==> config.mk <==
export PLATFORM = sky130hd
export DESIGN_NAME = dpf_ptr_mem
export DESIGN_NICKNAME = d
export VERILOG_FILES = /design/src/design/dpf_ptr_mem.sv
export SDC_FILE = /design/constraint.sdc
export NUM_CORES = 2
export LEC_CHECK = 0
export BUFFER_PORTS_ARGS = -buffer_cell sky130_fd_sc_hd__buf_2
export CORE_ASPECT_RATIO = 0.7
export CORE_UTILIZATION = 55
export DETAILED_ROUTE_END_ITERATION = 10
export GPL_TIMING_DRIVEN = 0
export PLACE_DENSITY = 0.82
export SYNTH_ARGS = -nofsm -noshare
export SYNTH_HDL_FRONTEND = slang
export SYNTH_SLANG_ARGS = --single-unit
==> constraint.sdc <==
create_clock -name clock -period 6.95 [get_ports clock]
set_input_delay 1.39 -clock clock [delete_from_list [all_inputs] [get_ports clock]]
set_output_delay 1.39 -clock clock [all_outputs]
set_load 0.01 [all_outputs]
==> src/design/dpf_ptr_mem.sv <==
// Pointer memory: read pointer, write pointer and byte count of every FIFO.
// Single write port, single registered read port; depends on nothing.
module dpf_ptr_mem #(
   parameter int AW = 7,
   parameter int DW = 19
) (
   input  logic          clock,
   input  logic          rd_en,
   input  logic [AW-1:0] rd_addr,
   input  logic          wr_en,
   input  logic [AW-1:0] wr_addr,
   input  logic [DW-1:0] wr_data,
   output logic [DW-1:0] rd_data
);

   logic [DW-1:0] mem [1 << AW];

   always_ff @(posedge clock) begin
      if (wr_en) begin
         mem[wr_addr] <= wr_data;
      end
      if (rd_en) begin
         rd_data <= mem[rd_addr];
      end
   end

endmodule

* Word-level counts from Yosys, hierarchy flattened
Memory sizes are Yosys's and may differ from the RTL's. A register that Yosys moved wholly into a read port is not among the register bits.
Index checks and enable logic that the tools add are counted.
** Operators by class
- Multiplexer cells :: 2
** Operators with widths (number)
- 2-to-1 mux 1 bit :: 2
** Word-level totals
- Register bits :: 0
- RAM bits :: 2432
- Output and inout port bits :: 19
- Word-level logic and storage cells :: 3
- Memories kept :: 1
** Memories
- mem :: depth 128, width 19, read ports 1, clocked after Yosys merged registers in 1, wr ports 1, line 16 : logic [DW-1:0] mem [1 << AW];

* Longest topological paths before layout
- Word-level depth :: 2
- Depth in mapped cells :: 8

* Least setup slack after synthesis
OpenSTA, ideal clock, no wires.
- Path kind :: input-to-reg
- Start :: input rd_addr[0]
- End :: register rd_data[10] (read register of mem), data pin
- Arrival :: 3951 ps
- Setup slack :: 2739 ps
- Stages on the path :: 7
- Buffers on the path :: 3
- Path through :: clkbuf_1 -> buf_2 -> buf_1 -> mux4_2 -> mux4_2 -> mux4_2 -> mux2_2
** RTL lines
- start: declaration :: line 9 : input logic [AW-1:0] rd_addr,
- end: declaration :: line 13 : output logic [DW-1:0] rd_data

==> out/metrics.cfg <==
[die]
die_y_um=347
num_rows=126
core_area_um2=169000
initial_core_util=0.554
die_x_um=494
die_area_um2=171000
pin_count=55

[yosys]
yosys_warnings=0
ys_seq_area_frac=0.789
synth-seq-cells=2451
synthDistinctLibCells=16
syn_area_per_cell_um2=25.7
syn_area_um2=93300
synth_cells=3631
synth_nets=3667

[critical_path]
reg2reg_to=rd_data[14]
cp_max_fo=10
r2r_setup_slack_ps=4090
startpoint=rd_addr[2]
rr_worst_depth=4
endpoint=rd_data[0]
worstSetupEndpointType=flop
critPathKind=in -> reg
worstReg2RegStart=mem[51][14]
critPathLaunchType=primary input
cp.arrival_ps=6420
required_ps=7520

[clock_tree]
postCtsHoldBufs=0
clkSinkCount=2451
insertion_delay_ps=850
cts_max_level=4
cts_tree=done
cts_setup_buffers=0
numCtsBuffers=200
cts_repair_resize_count=0
clk_path_buf_depth=3
cts_root_buffer=clkbuf_16
clk_pin_slew_ps=70

[place]
pre_cts_ws_ps=545
place_inst=6063
place_hpwl_mm=170
io_buffers=43
gp_congestion=0.935

[routing]
first_pass_iters=11
route.vias.total=46900
drc=3
wl_per_cell_um=42.7
routed_wirelength_mm=275
viasPerCell=7.28
antenna_left=0
drt_iter0_markers=9069

[layout]
num-fill-cells=10100
drive_gt1_frac=0.353
fin_cells=6443
regArea_um2=73600
multi_input_area_um2=19300
area_growth_pct=13.4
nets=4062

[hold_path]
whs_path_depth=1
hold_path_class=in -> reg

[sta]
rsz0062_at_grt=no
maxSlewHeadroom=-0.134
fmax_mhz=171
tightest_slew_ps=1700
finalSetupViolations=0
fin_ws_ps=1100
slew_viol_final=131
finalCriticalPeriod_ps=5850
finClkSkew_ps=25.0
tns_ps=0
hold_viol=0
period_share=0.842
hold_slack_ps=1000

[grt]
grt_use_total=0.323
grt_pass1_vias=46300
grt_pass1_wl_mm=374
antenna_found_initial=38
grt-ovfl-total=0
grt_max_degree=100

[power_and_ir_drop]
ir_drop_mv=0.299
power_density_nw_per_um2=279
p_leak_uw=0.0323

[outcome]
status=complete, but fails checks
violations=design-rule violations, max-capacitance violations, max-slew violations

[flow_run]
drv_cap=12

==> critical path, cell delays in order <==
cell      delay [ps]
clkbuf_1         300
buf_2            560
clkbuf_1        1080
clkbuf_1        1010
mux4_2           460
mux4_2           620
mux4_2           600
mux2_2           360
==> routing by layer <==
metal / vias up / routed length [um] / global-route usage
li1: 16700 / - / -
met1: 24500 / 87800 / 0.415
met2: 4840 / 126000 / 0.487
met3: 888 / 47100 / 0.137
met4: 36 / 13500 / 0.129
met5: - / 479 / 0.0120
==> registers in the layout, indices dropped and copies added, names as in the netlist <==
| signal | flops |
|---|---|
| rd_data | 19 |
| mem | 2432 |
==> synth_stat cells, drive strengths merged <==
| cell | instances | share of area |
|---|---|---|
| buf | 83 | 0.0046 |
| clkbuf | 110 | 0.0044 |
| edfxtp | 2451 | 0.79 |
| mux2 | 19 | 0.0023 |
| mux4 | 798 | 0.19 |
| nand2 | 14 | 0.00056 |
| nand2b | 2 | 0.00013 |
| nand3 | 12 | 0.00064 |
| nand4 | 3 | 0.00020 |
| nor2 | 122 | 0.0049 |
| nor2b | 7 | 0.00047 |
| nor3 | 9 | 0.00048 |
| or3 | 1 | 0.000067 |
==> logic make-up (layout without fill, tap and decap cells) <==
kind of cell	Yosys count	in the layout	share of synthesized area
buffers and inverters	193	750	0.00905
flip-flops	2451	2451	0.789
multiplexers	817	817	0.195
other	0	15	0
AND/OR/NAND/NOR	170	170	0.00747
==> worst min path at each step <==
| stage | start | to |
|---|---|---|
| 5_1_grt | wr_data[17] | mem[32][17] |
| 6_report | wr_data[17] | mem[32][17] |
| 4_1_cts | wr_data[17] | mem[32][17] |
| 2_1_floorplan | mem[36][0] | rd_data[0] |
| 3_3_place_gp | mem[125][12] | rd_data[12] |
| 3_5_place_dp | mem[124][12] | rd_data[12] |
==> final cells by class <==
class	count	share of cell area
Multi-Input combinational cell	987	0.182
Antenna cell	15	0.000355
Timing Repair Buffer	193	0.0279
Sequential cell	2451	0.695
Buffer	193	0.00807
Clock inverter	124	0.0109
Tap cell	2240	0.0265
Clock buffer	240	0.0491
==> metrics by stage <==
stage | instance area, um^2 | power, uW | util
finish | 106000 | 29600 | 0.628
global route | 106000 | 30000 | 0.628
CTS | 106000 | 29400 | 0.628
detailed placement | 99400 | 18300 | 0.590
global placement | 96300 | 18200 | 0.572
floorplan | 93300 | 17500 | -
==> power breakdown <==
part / switching [uW] / internal, uW / leakage (uW)
combinational: 1130 / 624 / 0.00714
sequential: 25.1 / 16300 / 0.0220
clock: 5460 / 6000 / 0.00310
total: 6620 / 22900 / 0.0323
==> layout by cell type, fill, tap and decap left out <==
| cell | instances |
|---|---|
| buf_1 | 25 |
| or3_1 | 1 |
| nand3_1 | 12 |
| buf_4 | 29 |
| clkbuf_2 | 8 |
| clkinv_8 | 4 |
| buf_2 | 66 |
| buf_12 | 1 |
| bufinv_16 | 17 |
| clkbuf_16 | 202 |
| nor2b_1 | 7 |
| inv_6 | 6 |
| nand2b_1 | 2 |
| nor2_4 | 5 |
| clkbuf_1 | 142 |
| inv_16 | 5 |
| buf_6 | 22 |
| clkinvlp_4 | 7 |
| nand4_1 | 3 |
| nor2_2 | 114 |
| clkinv_2 | 36 |
| buf_16 | 40 |
| mux4_2 | 798 |
| clkinv_1 | 48 |
| buf_8 | 91 |
| inv_8 | 1 |
| nor3_2 | 9 |
| diode_2 | 15 |
| nand2_1 | 14 |
| edfxtp_1 | 2451 |
| mux2_2 | 19 |
| nor2_1 | 3 |
Power figures use the tool's default switching activity.
