===== src/design/dpf_row_mem.sv =====
// Per-process slot table: in-use and fresh bits for every slot of a process.
// A row whose valid bit is clear reads as the post-reset row. Uses dpf_pkg-free logic only.
module dpf_row_mem #(
   parameter int ROW_AW = 4,
   parameter int ROW_W  = 16,
   parameter logic [ROW_W-1:0] INIT_ROW = '0
) (
   input  logic              clock,
   input  logic              reset,
   input  logic              rd_en,
   input  logic [ROW_AW-1:0] rd_addr,
   input  logic              wr_en,
   input  logic              clr_en,
   input  logic [ROW_AW-1:0] wr_addr,
   input  logic [ROW_W-1:0]  wr_data,
   output logic [ROW_W-1:0]  rd_data
);

   localparam int ROWS = 1 << ROW_AW;

   logic [ROW_W-1:0] mem [ROWS];
   logic [ROWS-1:0]  valid_ff;
   logic [ROW_W-1:0] data_ff;
   logic             hit_ff;

   always_ff @(posedge clock) begin
      if (wr_en) begin
         mem[wr_addr] <= wr_data;
      end
      if (rd_en) begin
         data_ff <= mem[rd_addr];
      end
   end

   always_ff @(posedge clock) begin
      if (reset) begin
         valid_ff <= '0;
         hit_ff   <= 1'b0;
      end else begin
         if (wr_en) begin
            valid_ff[wr_addr] <= 1'b1;
         end else if (clr_en) begin
            valid_ff[wr_addr] <= 1'b0;
         end
         if (rd_en) begin
            hit_ff <= valid_ff[rd_addr];
         end
      end
   end

   assign rd_data = hit_ff ? data_ff : INIT_ROW;

endmodule


===== config.mk =====
export PLATFORM = sky130hd
export DESIGN_NAME = dpf_row_mem
export DESIGN_NICKNAME = d
export VERILOG_FILES = /design/src/design/dpf_row_mem.sv
export SDC_FILE = /design/constraint.sdc
export NUM_CORES = 1
export LEC_CHECK = 0
export ABC_CLOCK_PERIOD_IN_PS = 2000
export BUFFER_PORTS_ARGS = -buffer_cell sky130_fd_sc_hd__buf_4
export CORE_ASPECT_RATIO = 1.2
export CORE_UTILIZATION = 50
export DETAILED_ROUTE_END_ITERATION = 10
export PLACE_DENSITY = 0.66
export SLEW_MARGIN = 10
export SYNTH_ARGS = -nofsm -noshare
export SYNTH_HDL_FRONTEND = slang
export SYNTH_SLANG_ARGS = --single-unit
export TNS_END_PERCENT = 30

===== constraint.sdc =====
create_clock -name clock -period 2 [get_ports clock]
set_clock_uncertainty 0.15 [all_clocks]
set_input_delay 0 -clock clock [delete_from_list [all_inputs] [get_ports clock]]
set_output_delay 0 -clock clock [all_outputs]
set_load 0.02 [all_outputs]

; Yosys cells after proc, flatten, opt, wreduce, memory -nomap -nowiden
; Memory sizes are Yosys's and may differ from the RTL's. A register that Yosys moved wholly into a read port is not among the register bits.
; Cells that the tools add are included.
[totals]
ff_bits = 17
ram_bits = 256
in_bits = 29
output_inout_bits = 16
word_cells = 20
mem_count = 1
[mem_list]
columns = name, words, word_bits, read_ports, rd_ports_with_merged_regs, wr, line_no
row1 = mem, 16, 16, 1, 1, 1, 21  ; logic [ROW_W-1:0] mem [ROWS];
[classes]
magnitude_cmp = 3
mux = 9
n_bitwise = 3
n_reduce_logical = 2
[ops]
columns = cell, n
row1 = $mux W16, 3
row2 = $and A16 B16 Y16, 1
row3 = $not A16 Y16, 1
row4 = $or A16 B16 Y16, 1
row5 = $lt A4 B5 Y1 const B, 2
row6 = $bmux W1 S4, 1
row7 = $demux W1 S4, 1
row8 = $ge A4 B1 Y1 const B, 1
row9 = $mux W1, 4
row10 = $reduce_bool A2 Y1, 1
row11 = $logic_and A1 B1 Y1, 1

; Depth between registers and ports, before layout
; Gate-level depths: netlist (run 1).
[depth]
depth_word = 8
depth_mapped = 6
depth_no_buf = 4

; Worst setup path after synthesis (run 1)
; OpenSTA, ideal clock, no wires.
[synth_path]
kind = input to register
start = input port rd_addr[0]
end = register data_ff[12], read port of mem (data pin)
setup_time_ps = 272
t_arrival_ps = 1283
required_ps = 1578
path_slack_ps = 295
path_stages = 4
path_buffers = 2
cell_sequence = buf_6 buf_6 mux4_1 mux4_2
[synth_lines]
columns = element, line_no
row1 = from (decl), 11  ; input logic [ROW_AW-1:0] rd_addr,
row2 = to (decl), 23  ; logic [ROW_W-1:0] data_ff;

==> results of run 1 <==
where the power goes:
group	switching (uW)	internal [uW]
Combinational	359	356
Sequential	33.6	6770
Clock	2160	2950
layer usage:
| layer | vias to the layer above | global-route usage (%) |
|---|---|---|
| met2 | 166 | 37.3 |
| met5 | - | 0 |
| met4 | 0 | 6.55 |
| met1 | 2863 | 27.1 |
| met3 | 46 | 2.85 |
| li1 | 2340 | - |
state kept, by name, indices dropped and copies added, names as in the netlist, named ones only:
register,count
hit_ff,1
data_ff,16
mem,256
layout make-up:
| class | instances | area share, % |
|---|---|---|
| clock inverters | 16 | 1.25 |
| multi-input cells | 177 | 18.4 |
| inverters | 16 | 0.452 |
| repair buffers | 109 | 7.93 |
| clock buffers | 34 | 5.43 |
| well taps | 274 | 2.58 |
| flip-flops and latches | 289 | 64.0 |
cell usage after synthesis (all sizes together):
cell          count
inv              16
nor2              5
and3b             1
or2               1
a22oi             1
o21ai            16
o211ai            1
dlymetal6s2s      1
mux2i             4
and2             16
buf              16
dlygate4sd1       1
nand2            15
or3b              2
and3              1
a21oi            16
edfxtp          272
nor2b             3
a221oi            2
nand3             5
clkbuf            6
mux4             82
nor3b             1
nand3b            3
nand2b            2
dfxtp            17
path summary, 6_finish.rpt:
check | startpoint | to | slack, ns
worst max-delay path | wr_addr[0] | flop | 0.04
worst min-delay path | rd_addr[0] | hit_ff$_SDFFE_PP0P_ | -0.001
worst max register to register | mem[13][11]$_DFFE_PP_ | data_ff[11]$_DFFE_PP_ | 0.22
worst min register to register | flop | flop | 0.34
cells by family (layout without fill, tap and decap cells):
| group | after synthesis | count (layout) | share of synthesized area [%] |
|---|---|---|---|
| multiplexers | 86 | 86 | 17.5 |
| AO/OA/AOI/OAI | 36 | 36 | 1.72 |
| AND/OR/NAND/NOR | 55 | 55 | 2.69 |
| flip-flops | 289 | 289 | 76.1 |
| buffers and inverters | 40 | 175 | 2.00 |
per-stage QoR:
stage	util (%)	cell area, sq um
after floorplan	-	11200
after global placement	55.3	12000
after detailed placement	55.3	12000
after CTS	61.0	13300
after global routing	61.1	13300
final	61.1	13300
worst register-to-register path: cells and delay by family, from the launching register on:
family  cells  cell delay, ns
mux         2            0.99
flops       1            0.38
what timing repair did:
item,4_1_cts,5_1_grt
resized for setup,0,4
hold buffers,36,0
hold endpoints to repair,321,0
endpoints found under the setup margin,0,19
==> results.txt, run 1 <==
status = finished with violations
violated checks = design-rule violations, negative hold slack
share of cells above drive strength 1 = 28.5%
Max-Cap Viols = 0
Post-DRT Antenna Nets = 0
TNS Setup = 0 ns
total power = 12600 uW
Syn Nets = 535
Clock transition at path regs = 0.07 ns
post-synth top area cell = edfxtp_1
Critical Path Source Type = input port
Syn-to-layout area delta = 19.0%
CP dominant cell by count = dlygate4sd3_1
TritonCTS clock tree = done
Congestion Overflow GR = 0
drt total wl = 23.2 mm
worst path bufs/invs = 4
reg2reg path depth = 2
Die X = 138 microns
placed instance count = 829
CTS max path bufs = 3
worst hold slack = -0.00129 ns
cts bufs inserted = 27
Setup Crit Path Kind = input port to flop
Layout Nets = 649
fillers = 1475
Synth Instances = 506
die height = 166 microns
Clock Latency Late Sink = 0.54 ns
Synth area leaders = edfxtp_1 (73%), mux4_2 (13%), mux4_1 (4.0%)
hold crit path type = input port to flop
post-synth cell types = 31
Overall Global Routing Usage = 21.0%
RSZ-0062 raised after global routing = no
Die Footprint = 0.0230 sq mm
worst setup margin = 0.0393 ns
I/O Buffers = 44
maximum clock frequency = 0.510 GHz
clk root buf = clkbuf_16
sequential element share of the synthesized area = 76.1%
Boundary Pins = 45
Tcrit/Tclk final = 98.0%
H-Tree Level Count = 1
most common cell after layout, fill and taps aside = edfxtp_1
via density per instance = 5.92
DRC viols = 4
setup bufs post-CTS = 0
fin cells = 915
Ys Warns = 0
Cell Chain, Critical Path = dlygate4sd3_1, buf_4, nor2b_2, nand2_1, dlygate4sd3_1, a21oi_1, dlygate4sd3_1
delay of the slowest critical-path stage = 0.57 ns
first-pass iteration count of the detailed router = 8
Core ar. = 0.0218 sq mm
vias in the first global route = 5589
CP delay by family, top = buffers and inverters
Yosys reg bits = 289
PD cells = 949 mW/mm^2
n_diodes = 0
count of pins over their slew limit = 0
Multi-input gate area = 0.00245 sq mm
count of final hold-check violations = 1
CTS Sinks = 289
Hold Path Depth = 6
CP Capture Type = flop
Avg Cell Area, Syn = 22.1 sq um
Reg area = 0.00851 sq mm
metal2 WL = 12.4 mm
WP data arrival = 2.28 ns
CP max stage cell = dlygate4sd3_1
routed vias = 5415
Synth Cell Area = 0.0112 sq mm
maximum VDD drop = 0.728 mV
CP Max Fanout = 11
initial antenna violation count = 0
final setup fails = 0
Slew @ Worst Pin = 0.643 ns
hpwl dp = 12.8 mm
first-pass GRT wire length = 34.7 mm
Final min period = 1.96 ns
Crit path required time = 2.32 ns
row count = 59
WL met3 = 1.24 mm
initial DRC count = 442
max_slew headroom = 57.0%
most frequent cells in the layout = edfxtp_1 (272), mux4_2 (65), buf_4 (61), dlygate4sd3_1 (34), clkbuf_16 (27)
post-synth top area share = 73.1%
Leakage = 0.00455 uW
CP Depth = 7
wl on met1 = 9.13 mm
Placer Congestion = 0.833
dpl ws = 0.116 ns
largest net degree at the start of global routing = 25
Initial Utilization = 51.3%
Wirelength per Cell = 25.4 microns
uppermost layer routed = met4
(Power assumes the default switching activity.)
==> run 2: changes to the inputs <==
--- a/config.mk
+++ b/config.mk
@@ -11,6 +11,7 @@
 export CORE_UTILIZATION = 50
 export DETAILED_ROUTE_END_ITERATION = 10
 export PLACE_DENSITY = 0.66
+export RECOVER_POWER = 25
 export SLEW_MARGIN = 10
 export SYNTH_ARGS = -nofsm -noshare
 export SYNTH_HDL_FRONTEND = slang
==> results.txt, run 2 (same netlist as run 1, synthesis figures left out) <==
status = finished with violations (unchanged)
violated checks = design-rule violations, negative hold slack (unchanged)
Worst Setup SP = wr_addr[0] (unchanged)
total power = 12600 uW (about the same)
Largest register FFs = 256 (unchanged)
Design Area, Final = 0.0133 sq mm (about the same)
Most Crowded Layer GR = met2 (unchanged)
DRC viols = 4 (unchanged)
CTS Sinks = 289 (unchanged)
Initial Utilization = 51.3% (unchanged)
maximum clock frequency = 0.509 GHz (was 0.510 GHz)
FF-to-FF setup slack = 0.22 ns (about the same)
die height = 166 microns (unchanged)
WP data arrival = 2.28 ns (about the same)
first-pass iteration count of the detailed router = 8 (unchanged)
final setup fails = 0 (unchanged)
largest registers = mem x256, data_ff x16, hit_ff x1 (unchanged)
Die X = 138 microns (unchanged)
cts bufs inserted = 27 (unchanged)
hold crit path type = input port to flop (unchanged)
initial DRC count = 459 (was 442)
CTS max path bufs = 3 (unchanged)
Layout Nets = 649 (unchanged)
Placer Congestion = 0.833 (unchanged)
M1 GR Usage = 27.1% (unchanged)
first-pass GRT wire length = 34.7 mm (unchanged)
H-Tree Level Count = 1 (unchanged)
Critical Path Source Type = input port (unchanged)
worst setup margin = 0.0341 ns (was 0.0393 ns)
n_diodes = 0 (unchanged)
hpwl dp = 12.8 mm (unchanged)
most common cell after layout, fill and taps aside = edfxtp_1 (unchanged)
routed vias = 5412 (was 5415)
Worst R2R End = data_ff[11]$_DFFE_PP_ (unchanged)
setup bufs post-CTS = 0 (unchanged)
Syn-to-layout area delta = 18.6% (was 19.0%)
Max-Cap Viols = 0 (unchanged)
Post-DRT Antenna Nets = 0 (unchanged)
Final min period = 1.97 ns (was 1.96 ns)
vias in the first global route = 5589 (unchanged)
most frequent cells in the layout = edfxtp_1 (272), mux4_2 (65), buf_4 (49), dlygate4sd3_1 (34), clkbuf_16 (27) (was edfxtp_1 (272), mux4_2 (65), buf_4 (61), dlygate4sd3_1 (34), clkbuf_16 (27))
count of pins over their slew limit = 0 (unchanged)
clk root buf = clkbuf_16 (unchanged)
Core ar. = 0.0218 sq mm (unchanged)
Die Footprint = 0.0230 sq mm (unchanged)
met2 Use GR = 37.3% (unchanged)
Overall Global Routing Usage = 21.0% (unchanged)
initial antenna violation count = 0 (unchanged)
Setup Crit Path Kind = input port to flop (unchanged)
Crit path required time = 2.32 ns (about the same)
count of final hold-check violations = 1 (unchanged)
TritonCTS clock tree = done (unchanged)
Slew @ Worst Pin = 0.642 ns (was 0.643 ns)
Tcrit/Tclk final = 98.3% (was 98.0%)
Wirelength per Cell = 25.3 microns (was 25.4 microns)
RSZ-0062 raised after global routing = no (unchanged)
reg2reg path depth = 2 (unchanged)
I/O Buffers = 44 (unchanged)
dpl ws = 0.116 ns (unchanged)
Leakage = 0.00450 uW (was 0.00455 uW)
Clock transition at path regs = 0.06 ns (was 0.07 ns)
Clock Latency Late Sink = 0.54 ns (about the same)
CP Max Fanout = 11 (unchanged)
worst r2r src = mem[13][11]$_DFFE_PP_ (unchanged)
PD cells = 951 mW/mm^2 (was 949 mW/mm^2)
CP Capture Type = flop (unchanged)
met3 Usage GRT = 2.85% (unchanged)
largest net degree at the start of global routing = 25 (unchanged)
fillers = 1488 (was 1475)
Boundary Pins = 45 (unchanged)
row count = 59 (unchanged)
maximum VDD drop = 0.724 mV (was 0.728 mV)
Biggest register = mem (unchanged)
drt total wl = 23.2 mm (about the same)
dpl cell area = 0.0120 sq mm (unchanged)
share of cells above drive strength 1 = 26.7% (was 28.5%)
worst hold slack = -0.0000968 ns (was -0.00129 ns)
TNS Setup = 0 ns (unchanged)
max_slew headroom = 57.1% (was 57.0%)
Congestion Overflow GR = 0 (unchanged)
via density per instance = 5.91 (was 5.92)
run 2: changes by cell type in the layout (fill, tap and decap cells not counted):
| cell | change |
|---|---|
| buf_4 | -12 |
| clkbuf_1 | +12 |
run 2: per-stage QoR:
| step | utilization (%) | cells |
|---|---|---|
| after floorplan | - | 506 |
| after global placement | 55.3 | 829 |
| after detailed placement | 55.3 | 829 |
| after CTS | 61.0 | 915 |
| after global routing | 60.9 | 915 |
| final | 60.9 | 915 |
run 2: final cells by class:
type                    instances  area, sq um  share of cell area [%]
inverters                      16         60.1                   0.453
clock inverters                16          166                    1.26
multi-input cells             177         2450                    18.5
flip-flops and latches        289         8510                    64.2
clock buffers                  34          722                    5.45
repair buffers                109         1010                    7.62
well taps                     274          343                    2.59
run 2: layer usage:
| layer | vias up | wire (microns) | share of wire [%] |
|---|---|---|---|
| met5 | - | 0 | 0 |
| met4 | 0 | 476 | 2.1 |
| met3 | 41 | 1150 | 5.0 |
| met2 | 159 | 12400 | 54 |
| met1 | 2871 | 9130 | 39 |
| li1 | 2341 | - | - |
run 2: repair_timing:
| action | in CTS | in global routing |
|---|---|---|
| endpoints found under the hold margin | 321 | 0 |
| hold buffers | 36 | 0 |
| setup endpoints to repair | 0 | 19 |
| gates resized for setup | 0 | 4 |
run 2: report_power, final:
group          switching, uW  leakage (uW)  internal, uW
Combinational            358       0.00147           345
Sequential              33.5       0.00261          6770
Clock                   2150      0.000429          2950
Total                   2540       0.00450         10100
run 2: worst min-delay path by stage:
stage	start	to	slack [ns]	cells past startpoint
after floorplan	wr_data[0]	mem[0][0]$_DFFE_PP_	-0.05	0
after global placement	wr_data[8]	mem[2][8]$_DFFE_PP_	0.14	1
after detailed placement	wr_data[8]	mem[14][8]$_DFFE_PP_	0.15	1
after CTS	rd_addr[0]	hit_ff$_SDFFE_PP0P_	0.001	6
after global routing	rd_addr[0]	hit_ff$_SDFFE_PP0P_	0.04	6
final	rd_addr[0]	hit_ff$_SDFFE_PP0P_	-0.0001	6
run 2: critical path, cell delays in order:
cell and delay (ns):
dlygate4sd3_1 0.52, buf_4 0.17, nor2b_2 0.22, nand2_1 0.09, dlygate4sd3_1 0.56, a21oi_1 0.14, dlygate4sd3_1 0.57
==> run 3: changes to the inputs <==
--- a/config.mk
+++ b/config.mk
@@ -8,9 +8,9 @@
 export ABC_CLOCK_PERIOD_IN_PS = 2000
 export BUFFER_PORTS_ARGS = -buffer_cell sky130_fd_sc_hd__buf_4
 export CORE_ASPECT_RATIO = 1.2
-export CORE_UTILIZATION = 50
+export CORE_UTILIZATION = 30
 export DETAILED_ROUTE_END_ITERATION = 10
-export PLACE_DENSITY = 0.66
+export PLACE_DENSITY_LB_ADDON = 0.05
 export RECOVER_POWER = 25
 export SLEW_MARGIN = 10
 export SYNTH_ARGS = -nofsm -noshare
==> results.txt, run 3 (same netlist as run 1, synthesis figures left out) <==
I/O Buffers = 44 (unchanged)
Max-Cap Viols = 0 (unchanged)
die height = 213 microns (was 166 microns)
fillers = 3437 (was 1488)
Core ar. = 0.0368 sq mm (was 0.0218 sq mm)
Leakage = 0.00460 uW (was 0.00450 uW)
Tcrit/Tclk final = 97.3% (was 98.3%)
PD cells = 946 mW/mm^2 (was 951 mW/mm^2)
H-Tree Level Count = 1 (unchanged)
drt total wl = 28.1 mm (was 23.2 mm)
WL met3 = 1.23 mm (was 1.15 mm)
TritonCTS clock tree = done (unchanged)
DRC viols = 0 (was 4)
maximum VDD drop = 0.455 mV (was 0.724 mV)
Die Footprint = 0.0380 sq mm (was 0.0230 sq mm)
vias in the first global route = 5788 (was 5589)
cts bufs inserted = 31 (was 27)
clk root buf = clkbuf_16 (unchanged)
Post-DRT Antenna Nets = 0 (unchanged)
Hold Path Depth = 2 (was 6)
count of final hold-check violations = 0 (was 1)
row count = 77 (was 59)
delay of the slowest critical-path stage = 0.60 ns (was 0.57 ns)
CP Max Fanout = 8 (was 11)
wl on met1 = 12.2 mm (was 9.13 mm)
Largest register FFs = 256 (unchanged)
first-pass iteration count of the detailed router = 4 (was 8)
initial DRC count = 378 (was 459)
count of pins over their slew limit = 0 (unchanged)
status = finished clean (was finished with violations)
Critical Path Source Type = input port (unchanged)
Congestion Overflow GR = 0 (unchanged)
Biggest register = mem (unchanged)
Placer Congestion = 0.724 (was 0.833)
first-pass GRT wire length = 40.7 mm (was 34.7 mm)
metal2 WL = 14.0 mm (was 12.4 mm)
share of cells above drive strength 1 = 27.8% (was 26.7%)
Layout Nets = 655 (was 649)
Cell Chain, Critical Path = dlygate4sd3_1, buf_4, and3_1, nand3_1, dlygate4sd3_1, a21oi_1, dlygate4sd3_1 (was dlygate4sd3_1, buf_4, nor2b_2, nand2_1, dlygate4sd3_1, a21oi_1, dlygate4sd3_1)
CTS max path bufs = 3 (unchanged)
routed vias = 5435 (was 5412)
largest registers = mem x256, data_ff x16, hit_ff x1 (unchanged)
CTS Sinks = 289 (unchanged)
CP max stage cell = dlygate4sd3_1 (unchanged)
Initial Utilization = 30.4% (was 51.3%)
Die X = 178 microns (was 138 microns)
initial antenna violation count = 1 (was 0)
most frequent cells in the layout = edfxtp_1 (272), mux4_2 (65), buf_4 (38), dlygate4sd3_1 (35), clkbuf_16 (31) (was edfxtp_1 (272), mux4_2 (65), buf_4 (49), dlygate4sd3_1 (34), clkbuf_16 (27))
Clock transition at path regs = 0.06 ns (about the same)
most common cell after layout, fill and taps aside = edfxtp_1 (unchanged)
fin cells = 1122 (was 915)
CP dominant cell by count = dlygate4sd3_1 (unchanged)
Wirelength per Cell = 25.0 microns (was 25.3 microns)
final setup fails = 0 (unchanged)
hold crit path type = input port to flop (unchanged)
Slew @ Worst Pin = 0.642 ns (about the same)
placed instance count = 1031 (was 829)
Overall Global Routing Usage = 15.4% (was 21.0%)
largest net degree at the start of global routing = 25 (unchanged)
Boundary Pins = 45 (unchanged)
uppermost layer routed = met4 (unchanged)
Final min period = 1.95 ns (was 1.97 ns)
Crit path required time = 2.31 ns (was 2.32 ns)
Clock Latency Late Sink = 0.57 ns (was 0.54 ns)
max_slew headroom = 57.2% (was 57.1%)
hpwl dp = 15.4 mm (was 12.8 mm)
setup bufs post-CTS = 0 (unchanged)
via density per instance = 4.84 (was 5.91)
Syn-to-layout area delta = 23.2% (was 18.6%)
Setup Crit Path Kind = input port to flop (unchanged)
Core Util, Final = 37.4% (was 60.9%)
reg2reg path depth = 4 (was 2)
CP Capture Type = flop (unchanged)
maximum clock frequency = 0.514 GHz (was 0.509 GHz)
WP data arrival = 2.25 ns (was 2.28 ns)
[run 3: repair_timing]
action | CTS | global route
endpoints found under the setup margin | 10 | 36
endpoints found under the hold margin | 390 | 0
gates resized for setup | 1 | 9
hold buffers | 37 | 0
[run 3: stage by stage]
stage	setup TNS, ns	power, uW	hold slack [ns]	area (sq um)	setup slack, ns
6_report	0	13000	0.154	13800	0.0537
5_1_grt	-0.00535	13500	0.161	13800	-0.00535
4_1_cts	0	13200	0.0835	13800	0.0368
3_5_place_dp	0	7660	0.159	12500	0.102
3_3_place_gp	0	7640	0.142	12500	0.120
2_1_floorplan	0	7310	-0.0511	11200	0.295
[run 3: layout make-up]
cell class              count  area [sq um]  share of cell area (%)
diodes                      1          2.50                  0.0182
clock buffers              33           783                    5.69
clock inverters            21           171                    1.24
inverters                  16          60.1                   0.436
multi-input cells         177          2470                    18.0
flip-flops and latches    289          8510                    61.8
well taps                 474           593                    4.31
repair buffers            111          1180                    8.54
[run 3: where the power goes]
part	switching (uW)	internal, uW	leakage, uW	total [uW]
Sequential	39.7	6770	0.00261	6810
Clock	2290	3180	0.000472	5470
Combinational	383	362	0.00152	744
Total	2710	10300	0.00460	13000
[run 3: worst max-delay path: cells and delay by family]
kind	cells	cell delay, ns
buffers and inverters	4	1.85
and+or+nand+nor	2	0.33
AOI/OAI and AO/OA	1	0.07
[run 3: path summary, 6_finish.rpt]
| check | from | to | slack, ns |
|---|---|---|---|
| setup reg to reg | flop | hit_ff$_SDFFE_PP0P_ | 0.11 |
| hold / removal | wr_data[8] | mem[15][8]$_DFFE_PP_ | 0.15 |
| hold reg to reg | flop | flop | 0.34 |
| setup / recovery | wr_addr[3] | flop | 0.05 |
[run 3: routing by layer]
layer	up-vias	GRT usage [%]
li1	2353	-
met3	43	2.25
met4	0	4.97
met5	-	0
met1	2923	20.4
met2	116	26.1
